===== config.mk =====
export PLATFORM = sky130hd
export DESIGN_NAME = polygon_band_clip
export DESIGN_NICKNAME = d
export VERILOG_FILES = /design/src/sv/pbc_pkg.sv /design/src/sv/pbc_muldiv.sv /design/src/sv/polygon_band_clip.sv
export SDC_FILE = /design/constraint.sdc
export NUM_CORES = 2
export LEC_CHECK = 0
export BUFFER_PORTS_ARGS = -buffer_cell sky130_fd_sc_hd__buf_4
export CAP_MARGIN = 20
export CORE_MARGIN = 1.5
export CORE_UTILIZATION = 38
export CTS_BUF_LIST = sky130_fd_sc_hd__clkbuf_2 sky130_fd_sc_hd__clkbuf_4 sky130_fd_sc_hd__clkbuf_8
export DETAILED_ROUTE_END_ITERATION = 10
export GPL_TIMING_DRIVEN = 1
export SLEW_MARGIN = 20
export SYNTH_ARGS = -nofsm -noshare
export SYNTH_HDL_FRONTEND = slang
export SYNTH_HIERARCHICAL = 1
export SYNTH_SLANG_ARGS = --single-unit

===== constraint.sdc =====
create_clock -name clock -period 11.1 [get_ports clock]
set_input_delay 0.555 -clock clock [delete_from_list [all_inputs] [get_ports clock]]
set_output_delay 0.555 -clock clock [all_outputs]
set_load 0.005 [all_outputs]

===== src/sv/pbc_pkg.sv =====
// ----------------------------------------------------------------------------
// pbc_pkg
// Types and constants of the polygon band clipper.
// ----------------------------------------------------------------------------
package pbc_pkg;

   localparam int COORD_W   = 32;
   localparam int WIDE_W    = COORD_W + 1;
   localparam int PROD_W    = 2 * COORD_W;
   localparam int CNT_W     = $clog2(PROD_W);
   localparam int CSR_IDX_W = 3;

   typedef logic signed [COORD_W-1:0] coord_type;
   typedef logic signed [WIDE_W-1:0]  wide_type;

   typedef enum logic [1:0] {
      ZONE_IN = 2'd0,
      ZONE_LO = 2'd1,
      ZONE_HI = 2'd2
   } zone_type;

   typedef enum logic [CSR_IDX_W-1:0] {
      CSR_CLIP_AXIS = 3'd0,
      CSR_BAND_LOW  = 3'd1,
      CSR_BAND_HIGH = 3'd2,
      CSR_SHIFT_X   = 3'd3,
      CSR_SHIFT_Y   = 3'd4
   } csr_type;

   typedef enum logic [1:0] {
      PT_CROSS_LO = 2'd0,
      PT_CROSS_HI = 2'd1,
      PT_VERTEX   = 2'd2
   } point_type;

   // operands of a*b/c, each a difference of two coordinates
   typedef struct packed {
      wide_type a;
      wide_type b;
      wide_type c;
   } md_op_type;

   typedef struct packed {
      logic      done;
      coord_type q;
   } md_res_type;

endpackage


===== src/sv/pbc_muldiv.sv =====
// ----------------------------------------------------------------------------
// pbc_muldiv
// Shared a*b/c unit: one 32x32 product, then a 64-step restoring divide.
// Quotient truncated toward zero, low 32 bits; zero divisor gives 0.
// ----------------------------------------------------------------------------
module pbc_muldiv import pbc_pkg::*; (
   input  logic       clock,
   input  logic       reset,
   input  logic       start,
   input  md_op_type  op,
   output md_res_type res
);

   typedef enum logic [2:0] {
      M_IDLE = 3'b001,
      M_MUL  = 3'b010,
      M_DIV  = 3'b100
   } mstate_type;

   mstate_type          state_ff, state_in;
   logic [COORD_W-1:0]  am_ff, am_in, bm_ff, bm_in, cm_ff, cm_in;
   logic                neg_ff, neg_in, cz_ff, cz_in;
   logic [PROD_W-1:0]   dvd_ff, dvd_in;
   logic [COORD_W-1:0]  rem_ff, rem_in;
   logic [CNT_W-1:0]    cnt_ff, cnt_in;
   coord_type           q_ff, q_in;
   logic                done_ff, done_in;

   logic [PROD_W-1:0]   prod;
   logic [COORD_W:0]    rem_sh, diff;
   logic                ge;

   function automatic logic [COORD_W-1:0] mag(input wide_type v);
      logic [WIDE_W-1:0] n;
      n = v[WIDE_W-1] ? -v : v;
      return n[COORD_W-1:0];
   endfunction

   assign prod   = am_ff * bm_ff;
   assign rem_sh = {rem_ff, dvd_ff[PROD_W-1]};
   assign diff   = rem_sh - {1'b0, cm_ff};
   assign ge     = (rem_sh >= {1'b0, cm_ff});

   always_comb begin
      state_in = state_ff;
      am_in    = am_ff;
      bm_in    = bm_ff;
      cm_in    = cm_ff;
      neg_in   = neg_ff;
      cz_in    = cz_ff;
      dvd_in   = dvd_ff;
      rem_in   = rem_ff;
      cnt_in   = cnt_ff;
      q_in     = q_ff;
      done_in  = 1'b0;
      unique case (state_ff)
         M_IDLE: begin
            if (start) begin
               am_in    = mag(op.a);
               bm_in    = mag(op.b);
               cm_in    = mag(op.c);
               neg_in   = op.a[WIDE_W-1] ^ op.b[WIDE_W-1] ^ op.c[WIDE_W-1];
               cz_in    = (op.c == '0);
               state_in = M_MUL;
            end
         end
         M_MUL: begin
            dvd_in   = prod;
            rem_in   = '0;
            cnt_in   = '0;
            state_in = M_DIV;
         end
         M_DIV: begin
            rem_in = ge ? diff[COORD_W-1:0] : rem_sh[COORD_W-1:0];
            dvd_in = {dvd_ff[PROD_W-2:0], ge};
            cnt_in = cnt_ff + 1'b1;
            if (cnt_ff == CNT_W'(PROD_W - 1)) begin
               // quotient bits have now filled the dividend register
               if (cz_ff)
                  q_in = '0;
               else if (neg_ff)
                  q_in = -coord_type'(dvd_in[COORD_W-1:0]);
               else
                  q_in = coord_type'(dvd_in[COORD_W-1:0]);
               done_in  = 1'b1;
               state_in = M_IDLE;
            end
         end
         default: state_in = M_IDLE;
      endcase
   end

   always_ff @(posedge clock) begin
      if (reset) begin
         state_ff <= M_IDLE;
         done_ff  <= 1'b0;
      end else begin
         state_ff <= state_in;
         done_ff  <= done_in;
      end
      am_ff  <= am_in;
      bm_ff  <= bm_in;
      cm_ff  <= cm_in;
      neg_ff <= neg_in;
      cz_ff  <= cz_in;
      dvd_ff <= dvd_in;
      rem_ff <= rem_in;
      cnt_ff <= cnt_in;
      q_ff   <= q_in;
   end

   assign res.done = done_ff;
   assign res.q    = q_ff;

endmodule


===== src/sv/polygon_band_clip.sv =====
// ----------------------------------------------------------------------------
// polygon_band_clip
// Single-axis Sutherland-Hodgman pass: clips a closed integer polygon to a
// band on x or y, emitting crossings and kept vertices with an offset added.
//
//   channel | direction | handshake          | payload
//   req     | in        | req_valid/stall    | kind, vx, vy
//   rsp     | out       | rsp_valid/stall    | px, py, run_end
//   csr     | in        | csr_we             | csr_index, csr_wdata
//
// A prime beat or a vertex that emits nothing only updates the previous vertex.
// A crossing goes through issue, the product, 64 divide steps and the result;
// a kept vertex is formed directly, and each rsp beat waits out rsp_stall.
// A vertex emits at most two points. req_stall is high after an emitting vertex
// is accepted until its last rsp beat is taken.
// Reset is synchronous and clears the configuration registers, the previous vertex and state.
// ----------------------------------------------------------------------------
module polygon_band_clip import pbc_pkg::*; (
   input  logic                  clock,
   input  logic                  reset,
   input  logic                  csr_we,
   input  logic [CSR_IDX_W-1:0]  csr_index,
   input  logic [COORD_W-1:0]    csr_wdata,
   input  logic                  req_valid,
   output logic                  req_stall,
   input  logic                  req_kind,
   input  logic signed [COORD_W-1:0] req_vx,
   input  logic signed [COORD_W-1:0] req_vy,
   output logic                  rsp_valid,
   input  logic                  rsp_stall,
   output logic signed [COORD_W-1:0] rsp_px,
   output logic signed [COORD_W-1:0] rsp_py,
   output logic                  rsp_run_end
);

   typedef enum logic [3:0] {
      S_IDLE = 4'b0001,
      S_PREP = 4'b0010,
      S_WAIT = 4'b0100,
      S_OUT  = 4'b1000
   } state_type;

   state_type  state_ff, state_in;

   logic       axis_ff;
   coord_type  band_low_ff, band_high_ff, shift_x_ff, shift_y_ff;

   coord_type  prev_x_ff, prev_x_in, prev_y_ff, prev_y_in;
   zone_type   prev_zone_ff, prev_zone_in;
   coord_type  cur_x_ff, cur_x_in, cur_y_ff, cur_y_in;
   zone_type   cur_zone_ff, cur_zone_in;
   point_type  op0_ff, op0_in, op1_ff, op1_in;
   logic       two_ff, two_in;
   logic       idx_ff, idx_in;
   coord_type  px_ff, px_in, py_ff, py_in;
   logic       run_end_ff, run_end_in;

   zone_type   zone_new;
   point_type  plan0, plan1, cur_op;
   logic [1:0] plan_n;
   logic       is_last, req_fire;
   coord_type  bound, lm, lo, tm, to, other;
   logic       md_start;
   md_op_type  md_op;
   md_res_type md_res;

   function automatic zone_type classify(input coord_type m, input coord_type lo_b,
                                         input coord_type hi_b);
      zone_type z;
      priority if (m <= lo_b) z = ZONE_LO;
      else if (m >= hi_b)     z = ZONE_HI;
      else                    z = ZONE_IN;
      return z;
   endfunction

   // configuration
   always_ff @(posedge clock) begin
      if (reset) begin
         axis_ff      <= 1'b0;
         band_low_ff  <= '0;
         band_high_ff <= '0;
         shift_x_ff   <= '0;
         shift_y_ff   <= '0;
      end else if (csr_we) begin
         unique case (csr_type'(csr_index))
            CSR_CLIP_AXIS: axis_ff      <= csr_wdata[0];
            CSR_BAND_LOW:  band_low_ff  <= csr_wdata;
            CSR_BAND_HIGH: band_high_ff <= csr_wdata;
            CSR_SHIFT_X:   shift_x_ff   <= csr_wdata;
            CSR_SHIFT_Y:   shift_y_ff   <= csr_wdata;
            default: ;
         endcase
      end
   end

   assign req_fire = req_valid && !req_stall;
   assign zone_new = classify(axis_ff ? req_vx : req_vy, band_low_ff, band_high_ff);

   // points this vertex emits, in order
   always_comb begin
      plan0  = PT_VERTEX;
      plan1  = PT_VERTEX;
      plan_n = 2'd0;
      unique case (zone_new)
         ZONE_LO: begin
            if (prev_zone_ff == ZONE_IN) begin
               plan0 = PT_CROSS_LO; plan_n = 2'd1;
            end else if (prev_zone_ff == ZONE_HI) begin
               plan0 = PT_CROSS_HI; plan1 = PT_CROSS_LO; plan_n = 2'd2;
            end
         end
         ZONE_HI: begin
            if (prev_zone_ff == ZONE_IN) begin
               plan0 = PT_CROSS_HI; plan_n = 2'd1;
            end else if (prev_zone_ff == ZONE_LO) begin
               plan0 = PT_CROSS_LO; plan1 = PT_CROSS_HI; plan_n = 2'd2;
            end
         end
         default: begin
            if (prev_zone_ff == ZONE_IN) begin
               // an inside vertex repeating the previous one is dropped
               if (req_vx != prev_x_ff || req_vy != prev_y_ff)
                  plan_n = 2'd1;
            end else begin
               plan0  = (prev_zone_ff == ZONE_LO) ? PT_CROSS_LO : PT_CROSS_HI;
               plan_n = 2'd2;
            end
         end
      endcase
   end

   assign cur_op  = idx_ff ? op1_ff : op0_ff;
   assign is_last = idx_ff || !two_ff;

   // crossing operands on the chosen axis
   assign bound = (cur_op == PT_CROSS_LO) ? band_low_ff : band_high_ff;
   assign lm    = axis_ff ? prev_x_ff : prev_y_ff;
   assign lo    = axis_ff ? prev_y_ff : prev_x_ff;
   assign tm    = axis_ff ? cur_x_ff  : cur_y_ff;
   assign to    = axis_ff ? cur_y_ff  : cur_x_ff;

   assign md_op.a = {to[COORD_W-1], to} - {lo[COORD_W-1], lo};
   assign md_op.b = {bound[COORD_W-1], bound} - {lm[COORD_W-1], lm};
   assign md_op.c = {tm[COORD_W-1], tm} - {lm[COORD_W-1], lm};
   assign other   = lo + md_res.q;

   pbc_muldiv u_muldiv (
      .clock (clock),
      .reset (reset),
      .start (md_start),
      .op    (md_op),
      .res   (md_res)
   );

   always_comb begin
      state_in     = state_ff;
      prev_x_in    = prev_x_ff;
      prev_y_in    = prev_y_ff;
      prev_zone_in = prev_zone_ff;
      cur_x_in     = cur_x_ff;
      cur_y_in     = cur_y_ff;
      cur_zone_in  = cur_zone_ff;
      op0_in       = op0_ff;
      op1_in       = op1_ff;
      two_in       = two_ff;
      idx_in       = idx_ff;
      px_in        = px_ff;
      py_in        = py_ff;
      run_end_in   = run_end_ff;
      md_start     = 1'b0;
      unique case (state_ff)
         S_IDLE: begin
            if (req_fire) begin
               if (!req_kind || plan_n == 2'd0) begin
                  prev_x_in    = req_vx;
                  prev_y_in    = req_vy;
                  prev_zone_in = zone_new;
               end else begin
                  cur_x_in    = req_vx;
                  cur_y_in    = req_vy;
                  cur_zone_in = zone_new;
                  op0_in      = plan0;
                  op1_in      = plan1;
                  two_in      = (plan_n == 2'd2);
                  idx_in      = 1'b0;
                  state_in    = S_PREP;
               end
            end
         end
         S_PREP: begin
            if (cur_op == PT_VERTEX) begin
               px_in      = cur_x_ff + shift_x_ff;
               py_in      = cur_y_ff + shift_y_ff;
               run_end_in = is_last;
               state_in   = S_OUT;
            end else begin
               md_start = 1'b1;
               state_in = S_WAIT;
            end
         end
         S_WAIT: begin
            if (md_res.done) begin
               px_in      = (axis_ff ? bound : other) + shift_x_ff;
               py_in      = (axis_ff ? other : bound) + shift_y_ff;
               run_end_in = is_last;
               state_in   = S_OUT;
            end
         end
         S_OUT: begin
            if (!rsp_stall) begin
               if (is_last) begin
                  prev_x_in    = cur_x_ff;
                  prev_y_in    = cur_y_ff;
                  prev_zone_in = cur_zone_ff;
                  state_in     = S_IDLE;
               end else begin
                  idx_in   = 1'b1;
                  state_in = S_PREP;
               end
            end
         end
         default: state_in = S_IDLE;
      endcase
   end

   always_ff @(posedge clock) begin
      if (reset) begin
         state_ff     <= S_IDLE;
         prev_x_ff    <= '0;
         prev_y_ff    <= '0;
         prev_zone_ff <= ZONE_IN;
      end else begin
         state_ff     <= state_in;
         prev_x_ff    <= prev_x_in;
         prev_y_ff    <= prev_y_in;
         prev_zone_ff <= prev_zone_in;
      end
      cur_x_ff    <= cur_x_in;
      cur_y_ff    <= cur_y_in;
      cur_zone_ff <= cur_zone_in;
      op0_ff      <= op0_in;
      op1_ff      <= op1_in;
      two_ff      <= two_in;
      idx_ff      <= idx_in;
      px_ff       <= px_in;
      py_ff       <= py_in;
      run_end_ff  <= run_end_in;
   end

   assign req_stall   = (state_ff != S_IDLE);
   assign rsp_valid   = (state_ff == S_OUT);
   assign rsp_px      = px_ff;
   assign rsp_py      = py_ff;
   assign rsp_run_end = run_end_ff;

endmodule


== Yosys cells after proc, flatten, opt, wreduce, memory -nomap -nowiden ==
Index checks and enable logic that the tools add are counted.
Widths: inputs -> output; s select.

* $mul: 1
* Multiplexer cells: 80
* Bitwise gates (word level): 4
* Magnitude comparators: 3
* Shift-type cells: 0
* $add $sub $neg: 14
* Reduce and logical (&&, ||, !) cells: 29
* Eq/ne operators: 31
* Divide/modulo/power cells: 0

{| class="wikitable"
|+ Operator list
! cell !! count
|-
| $mux 32 || 25
|-
| $pmux 32 s2 || 5
|-
| $add 32x32->32 || 5
|-
| $neg 32->32 || 4
|-
| $pmux 64 s2 || 1
|-
| $sub 32x32->33 || 3
|-
| $mul 32x32->64 || 1
|-
| $ne 32x32->1 || 2
|-
| $mux 2 || 22
|-
| $ge 33x32->1 || 1
|-
| $logic_not 33->1 || 1
|-
| $ge 32x32->1 || 1
|-
| $le 32x32->1 || 1
|-
| $sub 32x32->32 || 1
|-
| $mux 4 || 5
|-
| $pmux 2 s2 || 4
|-
| $pmux 4 s4 || 1
|-
| $reduce_and 2->1 || 8
|-
| $ne 2x2->1 const B || 7
|-
| $pmux 6 s2 || 1
|-
| $mux 1 || 11
|-
| $reduce_and 5->1 || 2
|-
| $eq 3x2->1 const B || 3
|-
| $pmux 3 s3 || 1
|-
| other kinds (25) || 46
|}

* Word-level logic and storage cells: 192
* Bits in latches: 0
* Bits in registers: 572
* Input port bits: 105
* Memory bits (read-only): 0
* RAM bits: 0
* Memories kept: 0

== Depth between registers and ports, before layout ==
* Depth in word-level cells: 11
* Gate-level depth with buffers: 31
* Gate-level depth less buffers: 29

== Cells and area by module ==
The synthesis kept the hierarchy.

{| class="wikitable"
|+ Modules (own cells, without submodules)
! module !! area each (um^2) !! cells an instance !! times used
|-
| pbc_muldiv || 45900.3 || 4874 || 1
|-
| polygon_band_clip || 27104.7 || 3226 || 1
|}

== Least setup slack after synthesis ==
OpenSTA, ideal clock, no wires.

* Path type: register -> register
* Start point: register u_muldiv.bm_ff[22]
* End point: register u_muldiv.dvd_ff[58], data pin
* Arrival: 7.405 ns
* Library setup time: 0.260 ns
* Path buffers: 1
* Slack: 3.435 ns
* Cell stages (with the launch flop): 29
* Period minus slack after synthesis: 7.665 ns
* Cells stage by stage: edfxtp_1 > clkbuf_1 > and2_1 > fa_1 > inv_1 > fa_1 > inv_1 > fa_1 > inv_1 > fa_1 > inv_1 > fa_1 > fa_1 > fa_1 > inv_1 > fa_1 > inv_1 > ha_1 > nand2_1 > nor2_1 > and4_1 > a2111oi_0 > nand4_1 > a221oi_1 > o211ai_1 > nand3_1 > o21ai_0 > xor2_1 > mux2_2

* Longest elaborated chain between the ends: 2

{| class="wikitable"
|+ RTL lines
! what !! RTL line !! RTL
|-
| start, declared || pbc_muldiv.sv:21 || <nowiki>logic [COORD_W-1:0] am_ff, am_in, bm_ff, bm_in, cm_ff, cm_in;</nowiki>
|-
| start signal, assigned || pbc_muldiv.sv:102 || <nowiki>bm_ff <= bm_in;</nowiki>
|-
| $mul 32x32->64 || pbc_muldiv.sv:39 || <nowiki>assign prod = am_ff * bm_ff;</nowiki>
|-
| $pmux 64 s2 || pbc_muldiv.sv:56 || <nowiki>unique case (state_ff)</nowiki>
|-
| via u_muldiv.dvd_in[58] || pbc_muldiv.sv:23 || <nowiki>logic [PROD_W-1:0] dvd_ff, dvd_in;</nowiki>
|-
| end signal, assigned || pbc_muldiv.sv:106 || <nowiki>dvd_ff <= dvd_in;</nowiki>
|-
| end, declared || pbc_muldiv.sv:23 ||
|}

The timed path passes the listed nets, and every way through them passes these cells.
A chain may end at the register's enable or synchronous reset.

== Worst setup path after layout ==
* Start point: register u_muldiv.bm_ff[18]
* End point: register u_muldiv.dvd_ff[58], data pin

Same word-level chain as after synthesis.

==> impl_metrics.json <==
{
  "clock_path_buffers": 3,
  "drtIter0Drc": 4223,
  "fin_nets": 9758,
  "critPathMaxStageDelay_ns": 1.04,
  "final_hold_viol_count": 0,
  "rsz0062_at_grt": "no",
  "rows": 160,
  "wl_um": 221000,
  "cpMostUsedCell": "fa_1",
  "synth_top_cell_area_share_pct": 24.8,
  "cp_max_fo": 18,
  "regMostFlops": "u_muldiv/dvd_ff",
  "antenna_found_initial": 7,
  "r2r_cells": 26,
  "postCtsSetupBuffers": 0,
  "min_period_ns": 9.41,
  "htreeDepth": 3,
  "grt_pass1_wl_um": 350000,
  "tns_ns": 0,
  "wl_met3_um": 13500,
  "tritoncts.num_buffers": 100,
  "most-common-layout-cells": "nand2_1 (1143), inv_1 (1139), fa_1 (903), and2_1 (606), ha_1 (563)",
  "design_area_um2": 80000,
  "finalCoreUtilization_pct": 42.0,
  "pin_count": 172,
  "slew_headroom_pct": 23.7,
  "max-vdd-ir-drop_mv": 0.390,
  "worstSetupPathType": "register to register",
  "end_kind": "register",
  "grt_max_degree": 141,
  "syn_inst": 8100,
  "cp_num_buf_inv": 5,
  "syn_area_per_cell_um2": 9.01,
  "synth_cell_types": 92,
  "layout_commonest_cell": "nand2_1",
  "fill_cells": 18730,
  "whs_path_depth": 3,
  "dpl_cell_area_um2": 76800,
  "port-buffer-count": 171,
  "insertion_delay_ns": 0.83,
  "cts_resized": 0,
  "track_usage_pct": 23.1,
  "synth_edf_count": 369,
  "die_w_um": 441,
  "crit_required_ns": 11.66,
  "place_congestion": 0.946,
  "maxSlewViolCount": 0,
  "yosys.area.top_type": "fa_1",
  "largest_reg_flops": 64,
  "p_leak_nw": 34.7,
  "die_h_um": 441,
  "start_util_pct": 38.3,
  "cpMaxStageDelayCell": "edfxtp_1",
  "yosysWarnings": 6,
  "ys_seq_area_share_pct": 20.7,
  "min_path_type": "primary input to register",
  "wl_per_cell_um": 20.5,
  "syn_area_um2": 73000,
  "crit_family": "adder cells",
  "worst_slew_pin_slew_ns": 1.14,
  "powerDensity_nw_per_um2": 207,
  "routed_via_density": 5.34,
  "cp.depth": 26,
  "clock.fmax_mhz": 106,
  "status": "completed",
  "async_flop_share_pct": 0,
  "routed-wl-met2_um": 99000,
  "period_share_pct": 84.7,
  "area_growth_syn_to_layout_pct": 9.57,
  "core_area_um2": 191000,
  "drt_first_pass_iters": 6,
  "path_clk_slew_ns": 0.07,
  "overflow": 0,
  "maxUsedRoutingLayer": "met5",
  "ys_ff_latch": 572,
  "setup-violations-final": 0,
  "final_layout_size_suffix_gt1_share_pct": 7.86,
  "dieArea_um2": 195000,
  "cts_sinks": 572,
  "startpoint_type": "register",
  "hpwl_um": 176000,
  "vias": 57605,
  "grt_pass1_vias": 59766,
  "root_buffer": "clkbuf_8",
  "cts_tree": "yes",
  "drc_errors": 0,
  "drt.antenna.violating_nets": 0,
  "max-cap-violations": 0,
  "synth_ff_type": "edfxtp_1",
  "m1WireLength_um": 100000,
  "fin_skew_ns": 0.0468,
  "synth_nets": 9671,
  "arrival_ns": 9.97,
  "ys_top_cells_by_area": "fa_1 (25%), edfxtp_1 (15%), ha_1 (9.6%)"
}
repair_timing:
action,in CTS,in global routing
setup endpoints to repair,0,0
endpoints found under the hold margin,210,0
hold buffers,97,0
logic make-up (layout without fill, tap and decap cells):
| logic type | count (synthesis) | count (layout) | share of synthesized area [%] |
|---|---|---|---|
| other cells | 0 | 4 | 0 |
| mux | 219 | 219 | 3.17 |
| fa+ha+maj | 1466 | 1466 | 34.4 |
| simple gates | 2550 | 2550 | 16.8 |
| compound gates | 1325 | 1325 | 11.6 |
| buf+inv | 1533 | 1704 | 8.01 |
| flops | 572 | 572 | 20.7 |
| xor+xnor | 435 | 435 | 5.22 |
metal layers:
metal / vias up / track usage, %
li1: 26658 / -
met1: 28764 / 32.4
met2: 1848 / 36.5
met3: 327 / 2.76
met4: 8 / 8.46
met5: - / 0
power breakdown:
group          internal [mW]  switching (mW)  total, mW
combinational           4.54            6.91       11.4
clock                   1.20           0.985       2.18
sequential              2.82          0.0860       2.91
total                   8.55            7.98       16.5
worst register-to-register path: cells and delay by family (launching register included):
kind | cells | cell delay, ns
buffers and inverters | 5 | 0.73
multiplexers | 1 | 0.27
flip-flops | 1 | 1.04
AND/OR/NAND/NOR | 3 | 0.66
XOR/XNOR | 1 | 0.16
AO/OA/AOI/OAI | 7 | 1.99
adder cells (fa/ha/maj) | 9 | 4.32
cell type report:
type	count	area, um2	share of cell area (%)
clock inverter	42	368	0.460
sequential	572	15100	18.9
clock buffer	144	1820	2.27
timing repair buffer	377	3130	3.91
multi-input combinational	5995	52100	65.1
tap	2511	3140	3.93
antenna	4	10.0	0.0125
inverter	1141	4280	5.35
worst paths after layout:
kind                            slack [ns]                  end               start
worst max register to register        1.69  u_muldiv/dvd_ff[58]  u_muldiv/bm_ff[18]
worst min-delay path                  0.07          state_ff[0]           req_valid
worst min register to register        0.45       band_low_ff[1]      band_low_ff[1]
worst max-delay path                  1.69  u_muldiv/dvd_ff[58]  u_muldiv/bm_ff[18]
synthesized netlist by cell type (all sizes together), types with 24 or more instances:
library cell	number
a211oi	28
nand3	84
fa	903
a21o	111
and2	606
mux2	96
nand2b	40
xnor2	306
nor2b	48
clkbuf	368
a21oi	469
mux2i	123
nor2	285
buf	24
nand2	1145
o21a	51
edfxtp	369
or4	28
nand4	56
and3	37
ha	563
o31ai	62
nor3	114
or3	43
xor2	129
a31oi	27
inv	1141
o21bai	34
a311oi	73
o21ai	307
dfxtp	203
per-stage QoR:
stage	total power, mW	setup WS (ns)	cells	hold WS (ns)
4_1_cts	16.5	1.59	10780	0.00169
6_report	16.5	1.69	10786	0.0662
2_1_floorplan	11.1	3.43	8100	0.436
5_1_grt	18.1	0.970	10784	0.0606
3_5_place_dp	14.2	1.63	10497	0.448
3_3_place_gp	14.2	1.59	10494	0.444
(Power assumes the default switching activity.)
